--- config.mk ---
export PLATFORM = sky130hd
export DESIGN_NAME = rgbed_filter
export DESIGN_NICKNAME = d
export VERILOG_FILES = /design/src/design/rgbed_pkg.sv /design/src/design/rgbed_filter.sv
export SDC_FILE = /design/constraint.sdc
export NUM_CORES = 1
export LEC_CHECK = 0
export BUFFER_PORTS_ARGS = -buffer_cell sky130_fd_sc_hd__buf_4
export CORE_MARGIN = 3
export CORE_UTILIZATION = 62
export CTS_CLUSTER_SIZE = 16
export DETAILED_ROUTE_END_ITERATION = 6
export HOLD_SLACK_MARGIN = 0.06
export PLACE_DENSITY = 0.95
export REMOVE_ABC_BUFFERS = 1
export SYNTH_ARGS = -nofsm -noshare
export SYNTH_HDL_FRONTEND = slang
export SYNTH_SLANG_ARGS = --single-unit
--- constraint.sdc ---
create_clock -name clk -period 6.4 [get_ports clk]
set_input_delay 0.32 -clock clk [delete_from_list [all_inputs] [get_ports clk]]
set_output_delay 0.32 -clock clk [all_outputs]
set_load 0.02 [all_outputs]
--- src/design/rgbed_pkg.sv ---
`default_nettype none
// ----------------------------------------------------------------------------
// rgbed_pkg: shared types and constants of the RGB565 3x3 edge detector
// Register indexes, reset values, gray weights and the filter control bundle.
// ----------------------------------------------------------------------------
package rgbed_pkg;

	// default line store depth (pixels per line)
	localparam int MAX_WIDTH_DEF = 1024;

	// configuration port
	localparam int CFG_DW = 12;
	localparam int CFG_IW = 2;

	typedef enum logic [CFG_IW-1:0] {
		REG_WIDTH  = 2'd0,
		REG_HEIGHT = 2'd1,
		REG_HIGH   = 2'd2,
		REG_LOW    = 2'd3
	} cfg_reg_t;

	// register reset values
	localparam logic [10:0] WIDTH_RST  = 11'd640;
	localparam logic [11:0] HEIGHT_RST = 12'd480;
	localparam logic [11:0] HIGH_RST   = 12'd200;
	localparam logic [11:0] LOW_RST    = 12'd100;

	// geometry clamps
	localparam int MIN_DIM    = 3;
	localparam int MAX_HEIGHT = 4095;

	// beat kinds carried on tuser
	localparam logic ACT_PIXEL = 1'b0;
	localparam logic ACT_FLUSH = 1'b1;

	// gray conversion weights and rounding
	localparam logic [15:0] GW_RED   = 16'd76;
	localparam logic [15:0] GW_GREEN = 16'd150;
	localparam logic [15:0] GW_BLUE  = 16'd29;
	localparam logic [15:0] GRAY_RND = 16'd128;

	// edge strength saturation value
	localparam logic [11:0] EDGE_FULL = 12'd255;

	// control from the top level to the window filter
	typedef struct packed {
		logic adv;    // pipeline moves this cycle
		logic shift;  // stage 1 holds a pixel: window shifts
	} filt_ctl_t;

	// pack a gray byte (low three bits dropped) back into a 16-bit pixel
	function automatic logic [15:0] pack_gray(input logic [7:0] e);
		logic [7:0] q;
		q = {e[7:3], 3'b000};
		return {q, 8'h00} | {5'b00000, q, 3'b000} | {10'b0, q[7:2]};
	endfunction

endpackage
`default_nettype wire

--- src/design/rgbed_filter.sv ---
`default_nettype none
// ----------------------------------------------------------------------------
// rgbed_filter: 3x3 window and edge kernels
// Holds the two older window columns, applies both kernels to the window
// formed with the incoming column, registers the absolute values, then sums,
// thresholds and packs the strength.
// ----------------------------------------------------------------------------
module rgbed_filter (
	input  wire logic                  clk,
	input  wire logic                  arst_n,
	input  wire rgbed_pkg::filt_ctl_t  ctl,
	input  wire logic [7:0]            top,       // oldest line, current column
	input  wire logic [7:0]            mid,       // middle line, current column
	input  wire logic [7:0]            cur,       // current pixel gray
	input  wire logic [11:0]           high_thr,
	input  wire logic [11:0]           low_thr,
	output logic      [15:0]           edge_px
);

	// window columns: [0..2] oldest column rows 0..2, [3..5] middle column
	logic [7:0]  win_q [6];
	logic [11:0] ka;
	logic [12:0] kb;
	logic [9:0]  abs_a;
	logic [11:0] abs_b;
	logic [9:0]  abs_a_s2;
	logic [11:0] abs_b_s2;
	logic [11:0] strength;
	logic [11:0] limited;

	// window shift on each pixel beat
	always_ff @(posedge clk or negedge arst_n) begin
		if (!arst_n) begin
			for (int i = 0; i < 6; i++) win_q[i] <= 8'd0;
		end else if (ctl.adv && ctl.shift) begin
			win_q[0] <= win_q[3];
			win_q[1] <= win_q[4];
			win_q[2] <= win_q[5];
			win_q[3] <= top;
			win_q[4] <= mid;
			win_q[5] <= cur;
		end
	end

	// kernels in two's complement: A = cross Laplacian, B = mixed kernel
	always_comb begin
		ka = {2'b00, win_q[4], 2'b00} - 12'(win_q[3]) - 12'(win_q[1])
			- 12'(mid) - 12'(win_q[5]);
		kb = 13'(win_q[0]) + 13'(win_q[3]) + 13'(top) + {2'b00, win_q[4], 3'b000}
			- 13'(win_q[1]) - 13'(mid) - 13'(win_q[2]) - 13'(win_q[5])
			- 13'(cur);
		abs_a = ka[11] ? 10'(12'd0 - ka) : ka[9:0];
		abs_b = kb[12] ? 12'(13'd0 - kb) : kb[11:0];
	end

	// stage 2 registers
	always_ff @(posedge clk) begin
		if (ctl.adv) begin
			abs_a_s2 <= abs_a;
			abs_b_s2 <= abs_b;
		end
	end

	// dual threshold and pack
	always_comb begin
		strength = {2'b00, abs_a_s2} + abs_b_s2;
		if (strength > high_thr)
			limited = rgbed_pkg::EDGE_FULL;
		else if (strength < low_thr)
			limited = 12'd0;
		else
			limited = strength;
		edge_px = rgbed_pkg::pack_gray(limited[7:0]);
	end

`ifndef SYNTHESIS
	// the strength of two absolute kernel values never wraps
	// (windows over never-written line store entries carry unknown bits)
	a_strength_range: assert property (@(posedge clk) disable iff (!arst_n)
		!$isunknown(strength) |-> strength <= 12'd3825)
		else $error("edge strength out of range");

	// a stalled pipeline leaves the window untouched
	a_window_hold: assert property (@(posedge clk) disable iff (!arst_n)
		!ctl.adv |=> $stable(win_q[4]) && $stable(win_q[1]))
		else $error("window moved while stalled");
`endif

endmodule
`default_nettype wire

==> results of run 1 <==
synth_stat cells (6+ instances only):
master and number:
a21o_1 13, a21oi_1 19, a31oi_1 7, and3_1 6, buf_4 11, clkbuf_1 9
dfrtp_1 48, edfxtp_1 22, fa_1 69, ha_1 74, inv_1 163, mux2_2 18
nand2_1 44, nand3_1 9, nor2_1 28, nor3_1 20, o211ai_1 6, o21a_1 10
o21ai_0 40, o21ai_1 9, o32ai_1 7, xnor2_1 19, xor2_1 16
per-layer routing:
metal | GRT usage | vias up | part of all wire
met2 | 0.464 | 293 | 0.50
met4 | 0.142 | 0 | 0.050
met1 | 0.330 | 2828 | 0.38
li1 | - | 2689 | -
met5 | 0 | - | 0
met3 | 0.0468 | 81 | 0.072
sequential cells by signal, summed over array words and instances (netlist names):
signal,flops
abs_b_s2,12
win_q,48
abs_a_s2,10
area by class of cell:
type	count	area (um2)	share of cell area
clock buffer	11	275	0.0335
multi-input combinational	512	4750	0.578
timing repair buffer	68	513	0.0624
tap	143	179	0.0218
sequential	70	1860	0.226
clock inverter	4	27.5	0.00335
inverter	163	612	0.0744
cells in the final DEF (no fill, tap or decap), types with 9 or more instances in the layout:
cell / count
a21o_1: 13
a21oi_1: 19
buf_4: 67
clkbuf_16: 11
dfrtp_1: 48
edfxtp_1: 22
fa_1: 69
ha_1: 74
inv_1: 163
mux2_2: 18
nand2_1: 43
nand3_1: 9
nor2_1: 28
nor3_1: 20
o21a_1: 10
o21ai_0: 40
o21ai_1: 9
xnor2_1: 19
xor2_1: 16
per-stage QoR:
stage          cell area, um2   util  setup WS, ns  hold slack [ns]  cells
4_1_cts                  8220  0.714          1.27            0.232    971
3_5_place_dp             7910  0.687          1.35            0.377    955
6_report                 8220  0.714          1.17            0.222    971
3_3_place_gp             7910  0.687          1.46            0.368    955
2_1_floorplan            7220      -          1.78           0.0244    745
5_1_grt                  8220  0.714         0.991            0.231    971
worst min path at each step:
stage | start | endpoint | slack, ns | cells after the start
after floorplan | arst_n | win_q[0]$_DFFE_PN0P_ | 0.02 | 0
after global placement | arst_n | win_q[9]$_DFFE_PN0P_ | 0.37 | 1
after detailed placement | arst_n | win_q[33]$_DFFE_PN0P_ | 0.38 | 1
after CTS | cur[0] | win_q[0]$_DFFE_PN0P_ | 0.23 | 2
after global routing | cur[0] | win_q[0]$_DFFE_PN0P_ | 0.23 | 2
final | cur[0] | win_q[0]$_DFFE_PN0P_ | 0.22 | 2
worst max-delay path, cell delays in order (launching register included):
cell       delay, ns
dfrtp_1         0.45
fa_1            0.57
inv_1           0.06
fa_1            0.48
fa_1            0.59
fa_1            0.60
ha_1            0.23
inv_1           0.07
fa_1            0.41
nor2b_1         0.23
o2111ai_1       0.14
and3_1          0.26
o41ai_4         0.50
mux2_1          0.38
cell families after synthesis:
kind of cell,count (synthesis),share of synthesized area
xor gates and xnor gates,35,0.0417
and+or+nand+nor,154,0.106
DFF,70,0.253
adders and majority gates,143,0.314
muxes,21,0.0318
AOI/OAI and AO/OA,158,0.152
other,1,0.000510
buffers and inverters,187,0.102
==> impl_metrics.env, run 1 <==
export IMPL_outcome="completed"
export IMPL_synth_avg_cell_area_um2=9.57
export IMPL_ant_nets=0
export IMPL_r2r_end="abs_b_s2[1]$_DFFE_PP_"
export IMPL_grt_overflow_total=0
export IMPL_r2r_start="win_q[2]$_DFFE_PN0P_"
export IMPL_drt_iter0_drc=483
export IMPL_num_rows=39
export IMPL_slew_viol_final=0
export IMPL_cp_arrival_ns=5.31
export IMPL_holdCritPathClass="in -> reg"
export IMPL_setup_viol=0
export IMPL_gp_congestion=0.955
export IMPL_syn_inst=769
export IMPL_cap_viol_max_count=0
export IMPL_cts_root_buffer="clkbuf_16"
export IMPL_clock_skew_ns=0.00659
export IMPL_wl_per_cell_um=18.0
export IMPL_htreeDepth=3
export IMPL_syn_area_um2=7360
export IMPL_drt_total_wl_um=17500
export IMPL_initial_utilization=0.639
export IMPL_rsz0062_at_grt="false"
export IMPL_r2r_slack_ns=1.17
export IMPL_dr_pass1_iters=5
export IMPL_vias=5891
export IMPL_finalHoldViolCount=0
export IMPL_path_clk_slew_ns=0.06
export IMPL_antenna_found_initial=0
export IMPL_grt_usage=0.272
export IMPL_yosys_area_top_type_share=0.188
export IMPL_crit_path_start_kind="flop"
export IMPL_die_w_um=115
export IMPL_fmax_ghz=0.191
export IMPL_fp_dieArea_um2=13200
export IMPL_clk_path_buf_depth=2
export IMPL_yosysUniqueCellTypes=75
export IMPL_grt_pass1_vias=5906
export IMPL_ys_seq_elements=70
export IMPL_hpwl_um=12900
export IMPL_cts_inserted_buffers=9
export IMPL_synth_edf_count=22
export IMPL_synth_area_leaders="fa_1 19%, dfrtp_1 16%, ha_1 13%, edfxtp_1 9.0%, inv_1 8.3%"
export IMPL_cts_hold_buf=1
export IMPL_grt_pass1_wl_um=28400
export IMPL_yosysSeqAreaShare=0.253
export IMPL_drive_gt1_frac=0.139
export IMPL_insertion_delay_ns=0.35
export IMPL_slew_headroom=0.238
export IMPL_critical_path_class="reg -> reg"
export IMPL_cts_sinks=70
export IMPL_crit_start="win_q[2]$_DFFE_PN0P_"
export IMPL_postCtsSetupRepairBufs=0
export IMPL_io_buffers=66
export IMPL_io_pins=68
export IMPL_num_antenna_cells=0
export IMPL_endpoint="abs_b_s2[1]$_DFFE_PP_"
export IMPL_core_um2=11500
export IMPL_cts_tree="built"
export IMPL_areaGrowthSynthToFinish_pct=11.7
export IMPL_fin_crit_ns=5.23
export IMPL_end_kind="flop"
export IMPL_async_reset_ff_frac=0.686
export IMPL_fillers=740
export IMPL_period_share=0.816
export IMPL_cts_resized=0
export IMPL_route_detailed_drc=0
export IMPL_ys_warn_count=0
export IMPL_ys_flop_type="dfrtp_1"
export IMPL_fp_dieH_um=115
export IMPL_crit_required_ns=6.49
export IMPL_setup_tns_ns=0
export IMPL_grt_max_degree=79
export IMPL_cp_max_fo=10
export IMPL_final_nets=1019
export IMPL_tightestPinTransition_ns=1.14
export IMPL_synth_largest_area_cell="fa_1"
export IMPL_vias_per_cell=6.07
export IMPL_rr_worst_depth=13
Power of run 1 is not shown: default switching activity piles up to over one toggle a cycle in this logic, so the estimate is an artifact.
==> inputs of run 2 (changes only) <==
- clock period: 6.4 -> 5.3 ns (I/O delays scaled with it)
==> run 2 against run 1 <==
  * Wire length down 6.8%
  * Highest routed layer unchanged
  * Sequential cell count did not move
  * Clock-buffer cell count is 1 lower
  * Critical path depth did not move
  * Die area did not move
  * Largest cell class unchanged
  * Utilization decreased by 0.12 points
  * Non-clock buffer count rose by 1
  * First-iteration DRC count is 28% lower
  * Design area is 0.17% lower
  * Cell count increased by 0.21%
  * Fmax up 2.8%
==> impl_metrics.env, run 2 (same netlist as run 1, synthesis figures left out) <==
export IMPL_vias=5692
export IMPL_cts_resized=0
export IMPL_whs_path_depth=2
export IMPL_crit_required_ns=5.39
export IMPL_grt_overflow_total=0
export IMPL_io_pins=68
export IMPL_post_place_ws_ns=0.329
export IMPL_htreeDepth=3
export IMPL_grt_pass1_wl_um=27000
export IMPL_cts_hold_buf=1
export IMPL_crit_chain="fa_1 > inv_1 > fa_1 > fa_1 > fa_1 > ha_1 > inv_1 > fa_1 > nor2b_1 > o2111ai_1 > and3_1 > o41ai_4 > mux2_1"
export IMPL_drt_iter0_drc=347
export IMPL_route_detailed_drc=0
export IMPL_insertion_delay_ns=0.34
export IMPL_crit_path_start_kind="flop"
export IMPL_io_buffers=66
export IMPL_period_share=0.959
export IMPL_initial_utilization=0.639
export IMPL_rr_worst_depth=13
export IMPL_fin_crit_ns=5.09
export IMPL_cts_inserted_buffers=9
export IMPL_ant_nets=0
export IMPL_cp_max_fo=10
export IMPL_cts_root_buffer="clkbuf_16"
export IMPL_cp_arrival_ns=5.17
export IMPL_fmax_ghz=0.197
export IMPL_dr_pass1_iters=5
export IMPL_num_antenna_cells=0
export IMPL_top_register="win_q"
export IMPL_holdCritPathClass="in -> reg"
export IMPL_areaGrowthSynthToFinish_pct=11.5
export IMPL_cts_sinks=70
export IMPL_layout_commonest_cell="inv_1"
export IMPL_vias_per_cell=5.85
export IMPL_critical_path_class="reg -> reg"
export IMPL_setup_tns_ns=0
export IMPL_end_kind="flop"
export IMPL_core_um2=11500
export IMPL_largest_reg_flops=48
export IMPL_r2r_slack_ns=0.21
export IMPL_clock_skew_ns=0.00807
export IMPL_finalHoldViolCount=0
export IMPL_fp_dieArea_um2=13200
export IMPL_grt_pass1_vias=5799
export IMPL_cap_viol_max_count=0
export IMPL_fin_util=0.713
export IMPL_clk_path_buf_depth=2
export IMPL_grt_max_degree=78
export IMPL_cp_common_cell="fa_1"
export IMPL_slew_viol_final=0
export IMPL_antenna_found_initial=0
export IMPL_drt_total_wl_um=16300
export IMPL_fp_dieH_um=115
export IMPL_hpwl_um=12800
export IMPL_grt_usage=0.257
export IMPL_gp_congestion=0.914
export IMPL_slowest_delay_ns=0.59
export IMPL_slew_headroom=0.184
export IMPL_path_clk_slew_ns=0.06
export IMPL_tightestPinTransition_ns=1.22
export IMPL_outcome="completed"
export IMPL_crit_path_top_delay_cell="fa_1"
export IMPL_layout_setup_ws_ns=0.215
export IMPL_die_w_um=115
export IMPL_setup_viol=0
export IMPL_cts_tree="built"
export IMPL_drive_gt1_frac=0.141
export IMPL_num_rows=39
export IMPL_final_nets=1020
export IMPL_rsz0062_at_grt="false"
export IMPL_wl_per_cell_um=16.8
export IMPL_layout_common_cells="163 x inv_1, 74 x ha_1, 69 x fa_1, 68 x buf_4, 48 x dfrtp_1"
export IMPL_postCtsSetupRepairBufs=0
export IMPL_largestRegisters="win_q (48), abs_b_s2 (12), abs_a_s2 (10)"
run 2: cell types whose count changed in the layout (fill, tap and decap cells not counted), sizes merged:
cell    delta
clkbuf     -1
clkinv     -1
buf        +1
inv        +3
run 2: final timing paths:
kind | start | endpoint
setup / recovery | win_q[2]$_DFFE_PN0P_ | abs_b_s2[1]$_DFFE_PP_
setup reg to reg | win_q[2]$_DFFE_PN0P_ | abs_b_s2[1]$_DFFE_PP_
min in group asynchronous | arst_n | win_q[16]$_DFFE_PN0P_
hold / removal | top[5] | win_q[21]$_DFFE_PN0P_
hold reg to reg | win_q[29]$_DFFE_PN0P_ | win_q[29]$_DFFE_PN0P_
max in group asynchronous | arst_n | win_q[38]$_DFFE_PN0P_
run 2: final cells by class:
cell class	instances	area, um2
flip-flops and latches	70	1860
clock inverters	6	42.5
fillers	761	3310
repair buffers	69	520
multi-input cells	512	4750
well taps	143	179
clock buffers	10	239
inverters	163	612
run 2: per-stage QoR:
stage               instance area (um2)  instances  hold slack, ns
finish                             8210        973           0.174
global placement                   7920        956           0.320
global route                       8210        973           0.173
detailed placement                 7920        956           0.326
CTS                                8210        973           0.176
floorplan                          7220        745         -0.0306
run 2: critical path, delay by kind of cell, from the launching register on:
kind / cells / cell delay (ns)
flops: 1 / 0.43
fa+ha+maj: 6 / 2.80
simple gates: 2 / 0.46
mux: 1 / 0.37
buf+inv: 2 / 0.13
compound gates: 2 / 0.65
run 2: layer usage:
| metal | wire [um] | GRT usage |
|---|---|---|
| met1 | 6430 | 0.311 |
| met2 | 8470 | 0.463 |
| met3 | 864 | 0.0395 |
| met4 | 537 | 0.0986 |
| met5 | 0 | 0 |
Power of run 2 is left out for the same reason.
